<file path="src/sv/csp_ram.sv">
// Generic single write port, single read port RAM with registered read.
module csp_ram #(
   parameter int WIDTH = 8,
   parameter int DEPTH = 16,
   localparam int AW = $clog2(DEPTH)
) (
   input  logic             clock,
   input  logic             wr_en,
   input  logic [AW-1:0]    wr_addr,
   input  logic [WIDTH-1:0] wr_data,
   input  logic             rd_en,
   input  logic [AW-1:0]    rd_addr,
   output logic [WIDTH-1:0] rd_data
);

   logic [WIDTH-1:0] mem_ff [DEPTH];
   logic [WIDTH-1:0] rd_data_ff;

   always_ff @(posedge clock) begin
      if (wr_en) begin
         mem_ff[wr_addr] <= wr_data;
      end
      if (rd_en) begin
         rd_data_ff <= mem_ff[rd_addr];
      end
   end

   assign rd_data = rd_data_ff;

endmodule

</file>
<file path="config.mk">
export PLATFORM = sky130hd
export DESIGN_NAME = csp_ram
export DESIGN_NICKNAME = d
export VERILOG_FILES = /design/src/sv/csp_ram.sv
export SDC_FILE = /design/constraint.sdc
export NUM_CORES = 1
export LEC_CHECK = 0
export BUFFER_PORTS_ARGS = -buffer_cell sky130_fd_sc_hd__buf_2
export CORE_ASPECT_RATIO = 1.5
export CORE_MARGIN = 8
export CORE_UTILIZATION = 35
export CTS_CLUSTER_SIZE = 12
export DETAILED_ROUTE_END_ITERATION = 8
export SLEW_MARGIN = 20
export SYNTH_ARGS = -nofsm -noshare
export SYNTH_HDL_FRONTEND = slang
export SYNTH_SLANG_ARGS = --single-unit
</file>
<file path="constraint.sdc">
create_clock -name clock -period 2.6 [get_ports clock]
set_clock_uncertainty 0.05 [all_clocks]
set_input_delay 0.65 -clock clock [delete_from_list [all_inputs] [get_ports clock]]
set_output_delay 0.65 -clock clock [all_outputs]
set_load 0.02 [all_outputs]
</file>
* After elaboration in Yosys (flattened, before gate mapping)
Memories as Yosys holds them, arrays and structs flattened. A register that Yosys moved wholly into a read port is not among the register bits.
Cells that the tools add are included.
** Operators by class
- Add/subtract/negate cells :: 0
- Multipliers :: 0
- Divide/modulo/power cells :: 0
- Magnitude comparators :: 0
- Equality and inequality tests :: 0
- Shift operators :: 0
- Mux-type cells :: 2
- Bitwise logic cells :: 0
- Reduce and logical (&&, ||, !) cells :: 0
** Operators by type and width (number)
- $mux 1 :: 2
** Word-level totals
- Bits in registers :: 0
- Latch bits :: 0
- Memory bits (writable) :: 128
- Bits in read-only memories :: 0
- Bits of input ports :: 19
- Logic and storage cells :: 3
- Memories :: 1
** Memories
- mem_ff :: depth 16, width 8, read ports 1, clocked after Yosys merged registers in 1, wr ports 1, line 16 : logic [WIDTH-1:0] mem_ff [DEPTH];

* Longest topological paths before layout
Gate-level depths: netlist (run 1).
- Depth in word-level cells :: 2
- Gate-level depth with buffers :: 5
- Depth with buffers taken out :: 3

* Worst setup path after synthesis (run 1)
OpenSTA, ideal clock, no wires.
- Path type :: input to register
- From :: in wr_addr[2]
- To :: mem mem_ff[0][0] (enable)
- Arrival :: 1760 ps
- Data required time :: 2167 ps
- Setup slack :: 407 ps
- Stages on the path :: 2
- Path through :: or3b_2 nor3_1
** RTL lines
- from (decl) :: line 9 : input logic [AW-1:0] wr_addr,
- to (decl) :: line 16
Straight into the memory's write port.

==> impl_results.md, run 1 <==
- Status: finished, final reports clean
- I/O Buffers: 26
- Post-route ant nets: 0
- Detailed-route vias per instance: slightly below 5
- XOR/XNOR Fraction of Synth Area: 0%
- Clk root buf: clkbuf_16
- Critical Path Source Type: input port
- Kind of critical path: in -> reg
- Count of cell types in the netlist: 18
- Placed insts: 463
- Fin. max-slew vios: 0
- Synth Area in Simple Gates: under 10%
- Fmax: 0.531 GHz
- Max VDD drop: between 0.0003 and 0.0004 V
- Worst skew pair latency: 0.41 ns
- Endpoints failing hold: 0
- Share of cells above drive strength 1: between 30% and 40%
- Worst-path clk slew: 0.06 ns
- Routed length per instance: 21.1 microns
- Maximum fanout along the worst path: 14
- Unrepaired setup endpoints after global routing: false
- Maxcap violations: 0
- Die X: ~120 microns
- # diodes: 0
- Cell Count, Final, Fillers Out: 495
- # clock sinks: 136
- Most frequent cells in the layout: edfxtp_1, buf_2, buf_4
- Adder-cell share of the synthesized area: 0%
- # DRC: 0
- Yosys top cell by area: edfxtp_1
- WP data arrival: 1.99 ns
- Die height: 166 microns
- Min Tclk post-route: between 1.5 and 2 ns
- Final TNS setup: 0 ns
- Syn Nets: 248
- Layout Utilization: 42.9%
- Ys Warns: 0
- Post-Syn Instances: around 230
- Clock Path Buffers: 2
- Worst Hold Slack: 0.576 ns
- Fill count: around 1.3k
- Compound-gate portion of the synthesized area: 2.30%
- Hold_buf cts: 0
- Top-area cell type share of the netlist area: 78.1%
- Cell Area, Synth: 5230 sq um
- Total Wirelength: about 10000 microns
- Mux cell area share after synthesis: roughly 15%
- CTS resizes: 0
- Fin nets: 305
- Period utilization: 72.4%
- Post-CTS Setup Inserts: 0
- CTS Buf Count: 17
- Critical path capture point type: register
- Row cnt: 54
- DRT iter0 DRCs: 204
- Commonest non-fill, non-tap cell in the layout: edfxtp_1
- Vias: 2459
- Largest net degree at the start of global routing: 33
- Initial core utilization: 35.8%
- Pwr dens: 789 nW/um^2
- Hold crit path type: in -> reg
- Total track usage: 11.5%
- GP Congestion: 0.700
- 1st-pass router iterations: 4
- First-pass GRT wire length: 15800 microns
- Number of global-route vias before repair: ~2.6k
- # setup viols final: 0
- P_leak: 2.10 nW
- Antenna violations before repair: 0
- Core region area: between 10000 and 15000 sq um
- Crit path required time: 2.70 ns
- Largest family of logic cells by synthesized area: multiplexers
- Synth top area cells: edfxtp_1, mux4_2, mux4_1, a22oi_1, nor2_1
- Hpwl dp: 6920 microns
- Seq/Total Area, Yosys: 78.1%
- Synthesis-to-layout area growth: 19.8%
- Rel. slew slack: 70.8%
- Area of the die: around 19000 sq um
- H-tree Lvls: 4
- Mean Syn Cell Area: 22.8 sq um
- Overflow after GRT: 0
- Synth Register Bits: 136
- Worst-margin pin slew: 0.438 ns
- CTS tree: yes
- Num ports: 27
==> logic make-up (layout without fill, tap and decap cells) <==
logic type,after synthesis,count (layout)
AO/OA/AOI/OAI,16,16
buffers and inverters,10,80
flip-flops,136,136
multiplexers,32,32
AND/OR/NAND/NOR,35,35
==> final timing paths <==
| kind | start | slack (ns) | to | depth (start not counted) |
|---|---|---|---|---|
| worst max-delay path | rd_addr[0] | 0.72 | rd_data[1]$_DFFE_PP_ | 5 |
| worst min-delay path | rd_en | 0.58 | rd_data[4]$_DFFE_PP_ | 1 |
| worst max register to register | mem_ff[1][5]$_DFFE_PP_ | 1.06 | rd_data[5]$_DFFE_PP_ | 3 |
| worst min register to register | mem_ff[15][0]$_DFFE_PP_ | 0.70 | rd_data[0]$_DFFE_PP_ | 3 |
==> critical path, stage by stage <==
cell and delay [ns]:
buf_2 0.12, buf_4 0.28, mux4_1 0.59, a22oi_1 0.26, nand2_1 0.08
==> state kept, by name (all words and copies together), names as in the netlist <==
register	flops
rd_data	8
mem_ff	128
==> power breakdown <==
group / switching, W / internal, W / total, W
combinational: 0.000141 / 0.0000989 / 0.000240
clock: 0.000901 / 0.00132 / 0.00222
sequential: 0.0000117 / 0.00247 / 0.00248
total: 0.00105 / 0.00388 / 0.00494
==> cell usage after synthesis <==
library cell / instances
nand2b_1: 2
buf_6: 3
a22oi_1: 16
and2b_1: 1
or3b_2: 1
mux4_2: 18
buf_4: 1
and2_1: 1
mux4_1: 14
nor2b_1: 1
nor3_1: 4
nand2_1: 9
buf_2: 3
nand3_1: 1
clkdlybuf4s25_2: 3
edfxtp_1: 136
nand3b_1: 2
nor2_1: 13
==> stage by stage <==
step                worst slack [ns]  power, W  instance area, sq um
global placement               0.308   0.00277                  5710
detailed placement             0.295   0.00277                  5710
CTS                            0.724   0.00498                  6260
finish                         0.717   0.00494                  6260
floorplan                      0.407   0.00266                  5230
global route                   0.666   0.00509                  6260
==> routing by layer <==
metal  wire length [microns]  global-route usage [%]  vias up
met3                     313                    2.51       15
li1                        -                       -     1094
met5                       0                       0        -
met2                    5420                    18.9       56
met4                     227                    5.84        0
met1                    4480                    13.8     1294
==> area by class of cell <==
cell class | instances | area [sq um] | share of cell area (%)
flip-flops and latches | 136 | 4080 | 65.2
multi-input cells | 83 | 1060 | 16.9
clock buffers | 17 | 425 | 6.79
repair buffers | 48 | 320 | 5.12
well taps | 196 | 245 | 3.92
clock inverters | 15 | 129 | 2.06
Note: power is estimated with default switching activity, not from simulation.
==> run 2: changes to the inputs <==
==> constraint.sdc (replaced) <==
create_clock -name clock -period 1.81 [get_ports clock]
set_clock_uncertainty 0.05 [all_clocks]
set_input_delay 0.4525 -clock clock [delete_from_list [all_inputs] [get_ports clock]]
set_output_delay 0.4525 -clock clock [all_outputs]
set_load 0.02 [all_outputs]
==> run 2 against run 1 <==
- sequential power rose by 44%
- via count is 0.24% higher
- final cell count rose by 0.40%
- flip-flop and latch count unchanged
- sequential share of layout area fell by 1.7 points
- count of clock-buffer cells in the layout rose by 1
- register-to-register slack worse by 0.79 ns
- first-iteration DRC count down 3.4%
- utilization up 1.1 points
- largest power group is now the clock network
- highest routed layer unchanged
==> impl_results.md, run 2 (same netlist as run 1, synthesis figures left out) <==
- Unrepaired setup endpoints after global routing: false
- Sw Share: 18.6%
- Synthesis-to-layout area growth: 23.0%
- Max VDD drop: between 0.0006 and 0.0007 V
- Worst path cell trace: buf_2 > buf_4 > mux4_1 > a22oi_1 > nand2_1
- CTS resizes: 0
- I/O Buffers: 26
- Worst-path clk slew: 0.06 ns
- Area of the die: 19200 sq um
- Period utilization: 89.7%
- CTS Buf Count: 17
- Row cnt: 54
- Clk root buf: clkbuf_16
- # clock sinks: 136
- Commonest non-fill, non-tap cell in the layout: edfxtp_1
- Critical Path Source Type: input port
- Place WS: -0.252 ns
- Maxcap violations: 0
- Comb pwr share: 4.4%
- Placed insts: 466
- Fin. max-slew vios: 0
- Pwr dens: around 1200 nW/um^2
- Share of cells above drive strength 1: 33.2%
- # setup viols final: 0
- Kind of critical path: in -> reg
- First-pass GRT wire length: around 16000 microns
- CP peak stage delay: about 0.60 ns
- CTS tree: yes
- Fmax: about 0.62 GHz
- Hold crit path type: in -> reg
- Status: finished, final reports clean
- # DRC: 0
- Detailed-route vias per instance: around 5
- Sw Pwr: 0.00146 W
- Min Tclk post-route: 1.62 ns
- # diodes: 0
- Slowest CP cell: mux4_1
- Total track usage: a little under an eighth
- Antenna violations before repair: 0
- P_leak: 2.18 nW
- Number of global-route vias before repair: 2715
- Die height: 166 microns
- Num ports: 27
- Sequential share of power: a little under half
- Critical path capture point type: register
- Rel. slew slack: 54.1%
- Cell Count, Final, Fillers Out: 497
- Most frequent cells in the layout: edfxtp_1, buf_2, buf_4
- Post-route ant nets: 0
- Clock Path Buffers: 2
- Initial core utilization: 35.8%
- Hold_buf cts: 0
- 1st-pass router iterations: 4
- Pint: about 0.0064 W
- WP data arrival: about 1.7 ns
- Overflow after GRT: 0
- Clk pwr share: 50.3%
- Maximum fanout along the worst path: 6
- GP Congestion: 0.775
- Endpoints failing hold: 0
- Total Wirelength: 10400 microns
- Post-CTS Setup Inserts: 0
- Hpwl dp: 7240 microns
- Fin nets: 308
- Core region area: between 10000 and 15000 sq um
- Final critical-path setup slack: 0.187 ns
- Routed length per instance: 20.9 microns
- H-tree Lvls: 4
- Vias: 2465
- Largest register FFs: between 100 and 150
- Worst-margin pin slew: 0.686 ns
- DRT iter0 DRCs: slightly below 200
- Worst skew pair latency: a little over 0.4 ns
- Die X: 116 microns
- Largest net degree at the start of global routing: 17
- Largest register by flop count: mem_ff
- Crit path required time: ~1.9 ns
## run 2: final timing paths
path	slack, ns	depth (start not counted)	start	end
hold / removal	0.34	1	rd_en	rd_data[3]$_DFFE_PP_
setup reg to reg	0.27	3	mem_ff[6][1]$_DFFE_PP_	rd_data[1]$_DFFE_PP_
setup / recovery	0.19	5	rd_addr[0]	rd_data[1]$_DFFE_PP_
hold reg to reg	0.70	3	mem_ff[14][3]$_DFFE_PP_	rd_data[3]$_DFFE_PP_
## run 2: final cells by class
cell class | instances | area [sq um]
Tap cell | 196 | 245
Timing Repair Buffer | 51 | 355
Multi-Input combinational cell | 83 | 1060
Clock inverter | 13 | 251
Fill cell | 1273 | 8170
Sequential cell | 136 | 4080
Clock buffer | 18 | 429
## run 2: critical path, delay by kind of cell
kind / cells / cell delay (ns)
mux: 1 / 0.60
buf+inv: 2 / 0.35
simple gates: 1 / 0.10
compound gates: 1 / 0.23
## run 2: power groups by stage
stage	clock network, W	registers, W	logic [W]
2_1_floorplan	0	0.00365	0.000179
3_3_place_gp	0	0.00363	0.000346
3_5_place_dp	0	0.00364	0.000356
4_1_cts	0.00402	0.00357	0.000355
5_1_grt	0.00415	0.00357	0.000376
6_report	0.00396	0.00357	0.000348
## run 2: metrics by stage
stage	utilization, %	hold slack [ns]	setup TNS (ns)	instance area [sq um]	power, W
after detailed placement	39.4	0.688	-1.67	5750	0.00399
after CTS	44.0	0.336	0	6430	0.00795
after floorplan	-	0.501	0	5230	0.00383
after global routing	44.0	0.334	0	6430	0.00810
after global placement	39.4	0.672	-1.50	5750	0.00398
final	44.0	0.344	0	6430	0.00787
## run 2: per-layer routing
metal  up-vias  share of wire [%]  global-route usage (%)
met2        58                 55                    20.0
met1      1289                 39                    12.5
met3        17                4.1                    3.64
met4         0                1.9                    5.50
met5         -                  0                       0
li1       1101                  -                       -
==> run 3: changes to the inputs <==
--- a/config.mk
+++ b/config.mk
@@ -8,9 +8,10 @@
 export BUFFER_PORTS_ARGS = -buffer_cell sky130_fd_sc_hd__buf_2
 export CORE_ASPECT_RATIO = 1.5
 export CORE_MARGIN = 8
-export CORE_UTILIZATION = 35
+export CORE_UTILIZATION = 58
 export CTS_CLUSTER_SIZE = 12
 export DETAILED_ROUTE_END_ITERATION = 8
+export PLACE_DENSITY = 0.76
 export SLEW_MARGIN = 20
 export SYNTH_ARGS = -nofsm -noshare
 export SYNTH_HDL_FRONTEND = slang
==> run 3 against run 2 <==
- sequential power about the same
- first-iteration DRC count up 4.6%
- utilization up 27 points
- final cell count down 17%
- sequential share of layout area up 2.4 points
- largest cell class unchanged
==> impl_results.md, run 3 (same netlist as run 1, synthesis figures left out) <==
- Total Wirelength: ~9500 microns
- Critical path's top delay family: multiplexers
- Share of cells above drive strength 1: around 32%
- Clock Path Buffers: 2
- Maximum fanout along the worst path: 14
- I/O Buffers: 26
- Die X: 93.5 microns
- Post-CTS Setup Inserts: 0
- Post-route ant nets: 0
- Fin nets: 308
- Min Tclk post-route: approximately 1.6 ns
- Area of the die: approximately 12000 sq um
- Commonest non-fill, non-tap cell in the layout: edfxtp_1
- Place WS: -0.231 ns
- Status: finished, final reports clean
- Core region area: 8780 sq um
- CTS Buf Count: 17
- CP Buf/Inv Count: 3
- Crit path required time: 1.92 ns
- # diodes: 0
- # setup viols final: 0
- Rel. slew slack: 50.6%
- Largest register FFs: between 100 and 150
- Overflow after GRT: 0
- # clock sinks: between 100 and 150
- DRT iter0 DRCs: slightly above 200
- Total track usage: between 15 and 20%
- GP Congestion: between 0.7 and 0.8
- Period utilization: about nine tenths
- Row cnt: 42
- Placed insts: 380
- 1st-pass router iterations: 4
- Worst skew pair latency: a little over 0.4 ns
- Critical Path Source Type: input port
- Pwr dens: 1140 nW/um^2
- Number of global-route vias before repair: 2582
- CP peak stage delay: a little over 0.5 ns
- Hold Startpoint: rd_en
- Critical path capture point type: register
- CTS tree: yes
- Reg-to-reg critical path startpoint: mem_ff[3][4]$_DFFE_PP_
- Worst-margin pin slew: 0.738 ns
- Worst-path clk slew: 0.06 ns
- Hold_buf cts: 0
- Final critical-path setup slack: 0.199 ns
- Endpoints failing hold: 0
- Worst path cell trace: buf_2 > buf_12 > buf_4 > mux4_2 > a22oi_1 > nand2_1
- Critical path launch point: rd_addr[0]
- Detailed-route vias per instance: 5.83
- H-tree Lvls: 4
- Synthesis-to-layout area growth: 18.5%
- Hpwl dp: 6240 microns
- Num ports: 27
- Vias: 2404
- First-pass GRT wire length: 14900 microns
- Kind of critical path: in -> reg
- Largest net degree at the start of global routing: 19
- Largest register by flop count: mem_ff
- Initial core utilization: 59.6%
- Routed length per instance: about 23 microns
- Cell Count, Final, Fillers Out: 412
- Maxcap violations: 0
- Fin. max-slew vios: 0
- Max VDD drop: 0.000805 V
- P_leak: 2.13 nW
- Slowest CP cell: mux4_2
- Clk root buf: clkbuf_16
- Most frequent cells in the layout: edfxtp_1, buf_2, buf_4
- Unrepaired setup endpoints after global routing: false
- # DRC: 0
- Fmax: ~0.62 GHz
- WP data arrival: 1.72 ns
- Hold crit path type: in -> reg
- Total power: about 0.007 W
- CTS resizes: 0
- Die height: 132 microns
- Antenna violations before repair: 0
run 3: cell types whose count changed in the layout (fill, tap and decap cells not counted), sizes merged:
cell and delta:
bufinv -5, clkbuf +2, clkinv +5, clkinvlp -1
run 3: stage by stage:
| stage | util (%) | setup TNS, ns | cell area [sq um] | hold WS (ns) |
|---|---|---|---|---|
| final | 70.6 | 0 | 6200 | 0.341 |
| after CTS | 70.6 | 0 | 6200 | 0.325 |
| after global placement | 64.4 | -1.29 | 5650 | 0.696 |
| after global routing | 70.6 | 0 | 6200 | 0.332 |
| after detailed placement | 64.4 | -1.44 | 5650 | 0.697 |
| after floorplan | - | 0 | 5230 | 0.501 |
run 3: final timing paths:
| check | end | slack, ns | cells after the start |
|---|---|---|---|
| worst min-delay path | rd_data[3]$_DFFE_PP_ | 0.34 | 1 |
| worst min register to register | rd_data[4]$_DFFE_PP_ | 0.70 | 3 |
| worst max register to register | rd_data[4]$_DFFE_PP_ | 0.29 | 3 |
| worst max-delay path | rd_data[1]$_DFFE_PP_ | 0.20 | 6 |
run 3: cell type report:
cell class              count  area (sq um)
flip-flops and latches    136          4080
fillers                   507          2580
multi-input cells          83          1060
clock buffers              20           437
repair buffers             51           368
well taps                 110           138
clock inverters            12           109
run 3: worst register-to-register path: stages, from the launching register on:
cell and delay [ns]:
edfxtp_1 0.36, mux4_2 0.48, a22oi_1 0.28, nand2_1 0.10
run 3: metal layers:
layer	GRT usage (%)	wire length, microns
met1	19.6	3710
met2	28.0	5160
met3	5.53	440
met4	7.74	164
met5	0	0
run 3: where the power goes:
| group | switching, W | leakage [nW] | internal [W] |
|---|---|---|---|
| clock network | 0.00115 | 0.270 | 0.00199 |
| registers | 0.0000157 | 1.24 | 0.00355 |
| logic | 0.000198 | 0.623 | 0.000152 |
| total | 0.00137 | 2.13 | 0.00569 |
